===== src/rtl/assert_macros.svh =====
// shared assertion macros, compiled out for synthesis
`ifndef ASSERT_MACROS_SVH
`define ASSERT_MACROS_SVH

`ifndef SYNTHESIS

// same-cycle implication check
`define ASSERT_IMPLY(label, clk, rst, ante, cons) \
  label: assert property (@(posedge clk) disable iff (rst) (ante) |-> (cons)) \
    else $error("same-cycle implication check failed");

// next-cycle implication check
`define ASSERT_NEXT(label, clk, rst, ante, cons) \
  label: assert property (@(posedge clk) disable iff (rst) (ante) |=> (cons)) \
    else $error("next-cycle implication check failed");

`else

`define ASSERT_IMPLY(label, clk, rst, ante, cons)
`define ASSERT_NEXT(label, clk, rst, ante, cons)

`endif

`endif


===== src/rtl/hsl_pkg.sv =====
package hsl_pkg;

  // unsigned fixed point, 16 fractional bits, range 0..1.0 inclusive
  localparam int FRAC_W = 16;
  localparam int Q_W    = FRAC_W + 1;

  typedef logic [Q_W-1:0] q_t;
  // channel level before byte scaling, may exceed 1.0 slightly
  typedef logic [Q_W:0]   val_t;

  localparam q_t Q_ONE        = q_t'(65536);
  localparam q_t Q_HALF       = q_t'(32768);
  localparam q_t Q_THIRD      = q_t'(21845);
  localparam q_t Q_TWO_THIRDS = q_t'(43691);

  // per-item control that travels beside the data
  typedef struct packed {
    logic       valid;
    logic       last;
    logic       gray;
    logic [7:0] lum;
  } pix_meta_t;

endpackage


===== src/rtl/hsl_to_rgb_pixel.sv =====
// HSL to RGB pixel converter.
// Input channel: hue, saturation, lightness and last_pixel are taken at a
// rising clock edge with start high and busy low. busy is high during reset
// and for the first cycle after it, so one item can be taken every clock.
// Output channel: red, green, blue and frame_end are shown for one cycle with
// done high; the receiver takes them at the end of that cycle and cannot hold
// them off, so nothing in the block ever stalls.
// An item taken with start high and busy low reaches done through six
// register stages (byte to fixed point, helper levels, segment pick,
// ramp multiply, segment select, byte scaling).
// Throughput: one item per clock, set by the fully pipelined datapath with
// one 17x17 multiplier per channel plus one shared for the helper levels.
// frame_end is a copy of last_pixel; zero saturation gives the lightness
// byte on all three channels.
// Reset (synchronous, active high) drops every item in flight and clears done.
`include "assert_macros.svh"

module hsl_to_rgb_pixel
  import hsl_pkg::*;
(
  input  logic       clk,
  input  logic       rst,
  input  logic       start,
  output logic       busy,
  input  logic [7:0] hue,
  input  logic [7:0] saturation,
  input  logic [7:0] lightness,
  input  logic       last_pixel,
  output logic       done,
  output logic [7:0] red,
  output logic [7:0] green,
  output logic [7:0] blue,
  output logic       frame_end
);

  // level times 255, fraction dropped, clamped to a byte
  function automatic logic [7:0] q_to_byte(input val_t v);
    logic [Q_W+8:0] scaled;
    scaled = {v, 8'b0} - {8'b0, v};
    if (scaled[Q_W+8:FRAC_W+8] != '0) begin
      q_to_byte = 8'hFF;
    end else begin
      q_to_byte = scaled[FRAC_W+7:FRAC_W];
    end
  endfunction

  pix_meta_t meta2;
  pix_meta_t meta3;
  pix_meta_t meta4;
  pix_meta_t meta5;
  q_t        v1;
  q_t        v2;
  q_t        t_red;
  q_t        t_green;
  q_t        t_blue;
  val_t      val_red;
  val_t      val_green;
  val_t      val_blue;

  // busy only while coming out of reset
  always_ff @(posedge clk) begin
    busy <= rst;
  end

  hsl_levels u_levels (
    .clk        (clk),
    .rst        (rst),
    .in_valid   (start & ~busy),
    .hue        (hue),
    .saturation (saturation),
    .lightness  (lightness),
    .last_pixel (last_pixel),
    .meta       (meta2),
    .v1         (v1),
    .v2         (v2),
    .t_red      (t_red),
    .t_green    (t_green),
    .t_blue     (t_blue)
  );

  hsl_chan u_red   (.clk(clk), .t(t_red),   .v1(v1), .v2(v2), .value(val_red));
  hsl_chan u_green (.clk(clk), .t(t_green), .v1(v1), .v2(v2), .value(val_green));
  hsl_chan u_blue  (.clk(clk), .t(t_blue),  .v1(v1), .v2(v2), .value(val_blue));

  // item control alongside the channel stages
  always_ff @(posedge clk) begin
    if (rst) begin
      meta3 <= '0;
      meta4 <= '0;
      meta5 <= '0;
    end else begin
      meta3 <= meta2;
      meta4 <= meta3;
      meta5 <= meta4;
    end
  end

  // output stage: byte scaling and gray bypass
  always_ff @(posedge clk) begin
    if (rst) begin
      done <= 1'b0;
    end else begin
      done <= meta5.valid;
    end
    frame_end <= meta5.last;
    if (meta5.gray) begin
      red   <= meta5.lum;
      green <= meta5.lum;
      blue  <= meta5.lum;
    end else begin
      red   <= q_to_byte(val_red);
      green <= q_to_byte(val_green);
      blue  <= q_to_byte(val_blue);
    end
  end

  `ASSERT_IMPLY(a_done_from_item, clk, rst, done, $past(start && !busy, 6))
  `ASSERT_IMPLY(a_flag_follows, clk, rst, done, frame_end == $past(last_pixel, 6))
  `ASSERT_IMPLY(a_gray_bypass, clk, rst, done && $past(saturation == 8'd0, 6), (red == $past(lightness, 6)) && (green == red) && (blue == red))
  `ASSERT_NEXT(a_never_busy, clk, rst, !rst, !busy)

endmodule


===== src/rtl/hsl_levels.sv =====
module hsl_levels
  import hsl_pkg::*;
(
  input  logic       clk,
  input  logic       rst,
  input  logic       in_valid,
  input  logic [7:0] hue,
  input  logic [7:0] saturation,
  input  logic [7:0] lightness,
  input  logic       last_pixel,
  output pix_meta_t  meta,
  output q_t         v1,
  output q_t         v2,
  output q_t         t_red,
  output q_t         t_green,
  output q_t         t_blue
);

  // byte to q: ceil(v * 65536 / 255) = v * 257 + (v != 0)
  function automatic q_t byte_to_q(input logic [7:0] v);
    byte_to_q = {1'b0, v, v} + q_t'(v != 8'd0);
  endfunction

  pix_meta_t meta1;
  q_t        h1;
  q_t        s1;
  q_t        l1;

  logic [2*Q_W-1:0] sl_prod;
  q_t               sl_frac;
  logic [Q_W:0]     v2_next;
  logic [Q_W:0]     v1_next;
  logic [Q_W:0]     t_red_sum;
  q_t               t_red_next;
  q_t               t_blue_next;

  // stage 1: bytes to fixed point
  always_ff @(posedge clk) begin
    if (rst) begin
      meta1 <= '0;
    end else begin
      meta1.valid <= in_valid;
      meta1.last  <= last_pixel;
      meta1.gray  <= (saturation == 8'd0);
      meta1.lum   <= lightness;
    end
    h1 <= byte_to_q(hue);
    s1 <= byte_to_q(saturation);
    l1 <= byte_to_q(lightness);
  end

  // helper levels v2 and v1
  assign sl_prod = s1 * l1;
  assign sl_frac = sl_prod[Q_W+FRAC_W-1:FRAC_W];

  always_comb begin
    if (l1 < Q_HALF) begin
      v2_next = {1'b0, l1} + {1'b0, sl_frac};
    end else begin
      v2_next = {1'b0, l1} + {1'b0, s1} - {1'b0, sl_frac};
    end
    v1_next = {l1, 1'b0} - v2_next;
  end

  // hue offsets of plus and minus one third, wrapped into 0..1
  assign t_red_sum = {1'b0, h1} + {1'b0, Q_THIRD};

  always_comb begin
    if (t_red_sum > {1'b0, Q_ONE}) begin
      t_red_next = q_t'(t_red_sum - {1'b0, Q_ONE});
    end else begin
      t_red_next = q_t'(t_red_sum);
    end
    if (h1 < Q_THIRD) begin
      t_blue_next = h1 + Q_TWO_THIRDS;
    end else begin
      t_blue_next = h1 - Q_THIRD;
    end
  end

  // stage 2 registers
  always_ff @(posedge clk) begin
    if (rst) begin
      meta <= '0;
    end else begin
      meta <= meta1;
    end
    v2      <= q_t'(v2_next);
    v1      <= q_t'(v1_next);
    t_red   <= t_red_next;
    t_green <= h1;
    t_blue  <= t_blue_next;
  end

endmodule


===== src/rtl/hsl_chan.sv =====
module hsl_chan
  import hsl_pkg::*;
(
  input  logic clk,
  input  q_t   t,
  input  q_t   v1,
  input  q_t   v2,
  output val_t value
);

  localparam logic [1:0] SEG_RISE    = 2'd0;
  localparam logic [1:0] SEG_PLATEAU = 2'd1;
  localparam logic [1:0] SEG_FALL    = 2'd2;
  localparam logic [1:0] SEG_FLOOR   = 2'd3;

  // 6 * t < 1.0 exactly when t is below this bound
  localparam q_t T_SIXTH = q_t'(10923);

  logic [1:0] seg_next;
  q_t         fall_dist;
  logic [Q_W+2:0] six_t;
  logic [Q_W+2:0] six_fall;
  q_t         mul_next;
  q_t         d_next;

  logic [1:0] seg_a;
  q_t         d_a;
  q_t         mul_a;
  q_t         v1_a;
  q_t         v2_a;

  logic [2*Q_W-1:0] prod;
  logic [1:0] seg_b;
  val_t       ramp_b;
  q_t         v1_b;
  q_t         v2_b;

  val_t       value_next;

  // segment pick and ramp factor
  assign fall_dist = Q_TWO_THIRDS - t;
  assign six_t     = {t, 2'b00} + {1'b0, t, 1'b0};
  assign six_fall  = {fall_dist, 2'b00} + {1'b0, fall_dist, 1'b0};

  always_comb begin
    d_next = (v2 >= v1) ? (v2 - v1) : '0;
    if (t < T_SIXTH) begin
      seg_next = SEG_RISE;
      mul_next = q_t'(six_t);
    end else if (t < Q_HALF) begin
      seg_next = SEG_PLATEAU;
      mul_next = '0;
    end else if (t < Q_TWO_THIRDS) begin
      seg_next = SEG_FALL;
      mul_next = q_t'(six_fall);
    end else begin
      seg_next = SEG_FLOOR;
      mul_next = '0;
    end
  end

  always_ff @(posedge clk) begin
    seg_a <= seg_next;
    d_a   <= d_next;
    mul_a <= mul_next;
    v1_a  <= v1;
    v2_a  <= v2;
  end

  // ramp height: d times factor, fraction dropped
  assign prod = d_a * mul_a;

  always_ff @(posedge clk) begin
    seg_b  <= seg_a;
    ramp_b <= {1'b0, prod[Q_W+FRAC_W-1:FRAC_W]};
    v1_b   <= v1_a;
    v2_b   <= v2_a;
  end

  // channel level by segment
  always_comb begin
    case (seg_b)
      SEG_RISE, SEG_FALL: value_next = {1'b0, v1_b} + ramp_b;
      SEG_PLATEAU:        value_next = {1'b0, v2_b};
      default:            value_next = {1'b0, v1_b};
    endcase
  end

  always_ff @(posedge clk) begin
    value <= value_next;
  end

endmodule

===== config.mk =====
export PLATFORM = sky130hd
export DESIGN_NAME = hsl_to_rgb_pixel
export DESIGN_NICKNAME = d
export VERILOG_FILES = /design/src/rtl/hsl_pkg.sv /design/src/rtl/hsl_to_rgb_pixel.sv /design/src/rtl/hsl_levels.sv /design/src/rtl/hsl_chan.sv
export VERILOG_INCLUDE_DIRS = /design/src /design/src/rtl
export SDC_FILE = /design/constraint.sdc
export NUM_CORES = 2
export LEC_CHECK = 0
export BUFFER_PORTS_ARGS = -buffer_cell sky130_fd_sc_hd__buf_2
export CAP_MARGIN = 40
export CORE_AREA = 2 2 312 314
export CTS_CLUSTER_DIAMETER = 80
export DETAILED_ROUTE_END_ITERATION = 10
export DIE_AREA = 0 0 314 316
export PLACE_DENSITY = 0.8
export SYNTH_ARGS = -nofsm -noshare
export SYNTH_HDL_FRONTEND = slang
export SYNTH_SLANG_ARGS = --single-unit

===== constraint.sdc =====
create_clock -name clk -period 11.4 [get_ports clk]
set_input_delay 0.57 -clock clk [delete_from_list [all_inputs] [get_ports clk]]
set_output_delay 0.57 -clock clk [all_outputs]
set_load 0.005 [all_outputs]

; After elaboration in Yosys (flattened, before gate mapping)
; Index checks and enable logic that the tools add are counted.
; Widths: inputs -> output; s select.
[word_totals]
ff_bits = 471
out_inout_bits = 27
elab_cells = 152
inputBits = 28
[op_classes]
reduce_logical = 16
bitwise_logic = 2
n_eq_ne = 6
order_cmp = 13
n_mul = 4
n_addsub = 27
n_mux = 27
[op_table]
columns = op, n
row1 = $mux 17, 12
row2 = $add 17x17->17, 8
row3 = $mul 17x17->33, 4
row4 = $lt 17x16->1 const B, 7
row5 = $pmux 18 s2, 3
row6 = $sub 26x18->26, 3
row7 = $add 17x17->18, 3
row8 = $add 16x1->17, 3
row9 = $lt 17x14->1 const B, 3
row10 = $sub 17x17->17, 3
row11 = $mux 8, 6
row12 = $sub 16x16->16 const A, 3
row13 = $reduce_bool 8->1, 3
row14 = $add 17x15->18 const B, 1
row15 = $gt 18x17->1 const B, 1
row16 = $add 17x16->17 const B, 1
row17 = $ge 17x17->1, 1
row18 = $lt 17x15->1 const B, 1
row19 = $sub 17x15->17 const B, 1
row20 = $sub 17x17->17 const B, 1
row21 = $reduce_or 2->1, 6
row22 = $logic_not 8->1, 1
row23 = $eq 2x1->1 const B, 3
row24 = $eq 2x2->1 const B, 3
row25 = other kinds (5), 14

; Depth between registers and ports, before layout
[logic_depth]
word_depth = 5
ltp_mapped = 45
mapped_depth_nobuf = 44

; Cells and area by module
; A second synthesis with hierarchy kept.
[unflattened]
cells_unflattened = 7276
area_unflattened_um2 = 66112.2
[modules_own_cells]
columns = mod, n_inst, cells_per_inst, area_each_um2
row1 = hsl_chan at u_blue ..., 2, 1720, 15523.6
row2 = hsl_levels, 1, 1788, 16368.2
row3 = hsl_chan at u_red, 1, 1656, 15248.4
row4 = hsl_to_rgb_pixel, 1, 392, 3448.3

; Worst setup path before layout
; OpenSTA, ideal clock, no wires.
[synth_path]
kind = register -> register
from = register u_levels.l1[2]
to = register u_levels.v1[16]
arrival_time_ns = 8.762
period_less_slack_ns = 8.834
path_stages_with_launch = 42
required_time_ns = 11.328
path_slack_ns = 2.566
path_cell_list = dfxtp_1 -> clkbuf_1 -> nand2_1 -> fa_1 -> fa_1 -> fa_1 -> inv_1 -> fa_1 -> fa_1 -> inv_1 -> fa_1 -> inv_1 -> ha_1 -> and4_1 -> and2_1 -> o211ai_1 -> o2111a_1 -> o21bai_1 -> (+6 left out) -> o21a_1 -> o21ai_0 -> nor2_1 -> nor2_1 -> xor2_1 -> nor2_1 -> a21o_1 -> inv_1 -> ha_1 -> a21o_1 -> a21oi_1 -> o31a_1 -> nand2_1 -> o21ai_0 -> o2111ai_1 -> a21oi_1 -> xnor2_1 -> xnor2_1
[synth_between]
elab_chain_cells = 4
elab_cells_between_ends = 7
[synth_lines]
columns = element, line
row1 = from (decl), hsl_levels.sv:27  ; q_t l1;
row2 = from (signal assigned), hsl_levels.sv:49  ; l1 <= byte_to_q(lightness);
row3 = $mul 17x17->33 / $add 17x17->17 (equally long branches), "hsl_levels.sv:53, hsl_levels.sv:60"
row4 = $sub 17x17->17 / $add 17x17->17 (equally long branches), "hsl_levels.sv:60, hsl_levels.sv:58"
row5 = $mux 17 *, hsl_levels.sv:57  ; if (l1 < Q_HALF) begin
row6 = via u_levels.v2_next[8], hsl_levels.sv:31  ; logic [Q_W:0] v2_next;
row7 = $sub 17x17->17 *, hsl_levels.sv:62  ; v1_next = {l1, 1'b0} - v2_next;
row8 = via u_levels.v1_next[16], hsl_levels.sv:32  ; logic [Q_W:0] v1_next;
row9 = to (signal assigned), hsl_levels.sv:89  ; v1 <= q_t'(v1_next);
row10 = to (decl), hsl_levels.sv:12  ; output q_t v1,
; Mark *: on every way through the listed nets, which the timed path passes. The rest lies on a longest branch.
; A chain may end at the register's enable or synchronous reset.

; Worst setup path after layout
[layout_path]
from = register u_levels.l1[6]
to = register u_levels.v1[15]
[layout_between]
elab_chain_cells = 4
elab_cells_between_ends = 7
[layout_lines]
columns = element, line
row1 = $mul 17x17->33, hsl_levels.sv:53  ; assign sl_prod = s1 * l1;
row2 = $sub 17x17->17 / $add 17x17->17 (equally long branches), "hsl_levels.sv:60, hsl_levels.sv:58"
row3 = $mux 17 *, hsl_levels.sv:57
row4 = via u_levels.v2_next[5], hsl_levels.sv:31
row5 = $sub 17x17->17 *, hsl_levels.sv:62
row6 = via u_levels.v1_next[15], hsl_levels.sv:32
; Marked as above.

==> impl_metrics.ini <==
[floorplan]
fp-row-count = 114
die_h_microns = 316
fp.dieW_microns = 314
io_pins = 55
dieArea_sq_um = 99200
coreArea_sq_um = 96000
initial_utilization_pct = 60.7

[critical_path]
r2r_end = u_levels.v1[15]
worst-r2r-cell-count = 40
worstSetupEndpointType = flip-flop
crit_type = flip-flop to flip-flop
crit_fanout = 20
critPathLaunchType = flip-flop
regToRegStartpoint = u_levels.l1[6]
reg2reg_slack_ps = 1640
critPathRequiredTime_ps = 11970
slowest_stage = dfxtp_1
worst-endpoint-arrival_ps = 10330
slowest_delay_ps = 950
critical_path.endpoint = u_levels.v1[15]
cp-startpoint = u_levels.l1[6]

[outcome]
outcome = completed

[cells_and_area]
area_growth_pct = 5.78
final_core_util_pct = 64.2
nets = 8086
fillers = 7676
drive_gt1_share_pct = 3.72

[synth]
synth_cells = 6535
yosys.area.top_type = fa_1
synth-main-ff-cell = dfxtp_1
yosysMostFrequentCell = inv_1
synth_cell_types = 83
yosysTopAreaCellShare_pct = 29.2
ys_async_sr_fraction_pct = 0
yosys_register_bits = 464
ys_seq_area_share_pct = 15.9
synth_common_cells = 1246 x inv_1, 850 x fa_1, 801 x nand2_1
post_synth.cell_area_avg_sq_um = 8.91
yosys_warnings = 0
synth_area_sq_um = 58200
synthTopCellsByArea = fa_1 29%, dfxtp_1 16%, ha_1 15%
synth-edff-count = 0

[drt]
num_vias = 43669
wl_met3_microns = 10600
initialDrtViolationCount = 3135
postRouteAntennaNets = 0
wl_per_cell_microns = 17.8
top_layer = met5
vias_per_cell = 5.59
drt-pass1-iter-count = 6
drc = 0
wl_met2_microns = 66300
wl_met1_microns = 56300
wl_microns = 139000

[clocking]
cts.path.max_buffers = 3
clk-insertion-delay-late_ps = 650
ctsResizeCount = 0
tritoncts = yes
postCtsSetupBuffers = 0
root_buffer = clkbuf_16
numCtsBuffers = 51
clock-sinks = 464
holdBufCountCts = 0
clk_pin_slew_ps = 70
htree_levels = 2

[min_path]
hp-class = input port to flip-flop
min_from = last_pixel

[timing]
fin_skew_ps = 67.6
hold_ws_ps = 151
drv_slew = 0
fmax_mhz = 102
fin_setup_tns_ps = 0
post-route-min-period_ps = 9760
final_hold_viol_count = 0
finalSetupViolations = 0
min_period_over_period_pct = 85.6
tightest_slew_ps = 963
rsz0062_at_grt = false
relSlewSlack_pct = 35.7

[flow_run]
maxCapViolations = 0

[global_route]
grt_use_total_pct = 28.7
antenna_found_initial = 6
grt_pass1_vias = 45642
grt-ovfl-total = 0
grt_max_degree = 58
grt_pass1_wl_microns = 229000

[place]
gp_congestion = 0.929
dp_hpwl_microns = 107000
portBuffers = 54
layout make-up:
class / instances / area (sq um) / share of cell area [%]
clock buffers: 61 / 1370 / 2.23
well taps: 1276 / 1600 / 2.59
repair buffers: 99 / 666 / 1.08
diodes: 3 / 7.51 / 0.0122
clock inverters: 33 / 467 / 0.758
flip-flops and latches: 464 / 9290 / 15.1
inverters: 1247 / 4680 / 7.60
multi-input cells: 4625 / 43500 / 70.6
sequential cells by signal, indices dropped and copies added, names as in the netlist, 17 cells and up:
register,cells
u_red.ramp_b,17
u_blue.ramp_b,17
u_levels.v1,17
u_levels.t_red,17
u_green.value,18
u_green.ramp_b,17
u_levels.s1,17
u_blue.v1_a,17
u_blue.value,18
u_levels.l1,17
u_red.value,18
u_levels.t_green,17
u_levels.h1,17
u_blue.v1_b,17
u_levels.t_blue,17
kinds of logic after synthesis:
logic type,count (synthesis),share of synthesized area (%)
other,2,0.0129
adder cells (fa/ha/maj),1570,44.7
multiplexers,50,0.885
AO/OA/AOI/OAI,771,8.59
flip-flops,464,15.9
XOR/XNOR,333,5.02
AND/OR/NAND/NOR,1875,15.4
buffers and inverters,1470,9.47
metrics by stage:
step,area [sq um],instances,setup WS (ps)
6_report,61600,7808,1640
5_1_grt,61600,7805,1100
4_1_cts,61600,7804,1780
3_5_place_dp,59800,7710,1780
3_3_place_gp,59600,7703,1930
2_1_floorplan,58300,6559,2570
worst max-delay path, delay by kind of cell (launching register included):
family | cells | cell delay (ps)
adders and majority gates | 10 | 4250
and+or+nand+nor | 7 | 840
DFF | 1 | 950
buffers and inverters | 6 | 410
xor gates and xnor gates | 3 | 550
AOI/OAI and AO/OA | 14 | 2660
cell usage in the layout (no fill, tap or decap), types with 54 or more instances in the layout:
cell / count
o21a_1: 60
nor2b_1: 101
and2_1: 417
inv_1: 1246
nand2_1: 801
o21ai_0: 116
ha_1: 720
dfxtp_1: 460
xnor2_1: 230
nor3_1: 71
fa_1: 850
buf_2: 54
nand3_1: 56
xor2_1: 102
nor2_1: 279
a21o_1: 85
a21oi_1: 265
worst min path at each step:
stage | endpoint | slack (ps) | depth (start not counted)
after floorplan | frame_end | 310 | 0
after global placement | u_blue.v1_b[3] | 310 | 0
after CTS | u_levels.meta1[9] | 140 | 2
after global routing | u_levels.meta1[9] | 160 | 2
final | u_levels.meta1[9] | 150 | 2
after detailed placement | u_blue.v2_b[16] | 310 | 0
metal layers:
metal,vias to the layer above,global-route usage [%]
met3,361,4.45
met2,1640,49.2
met4,6,11.4
met5,-,0
li1,20171,-
met1,21491,36.5
Power is not shown: default switching activity piles up to over one toggle a cycle in this logic, so the estimate is an artifact.
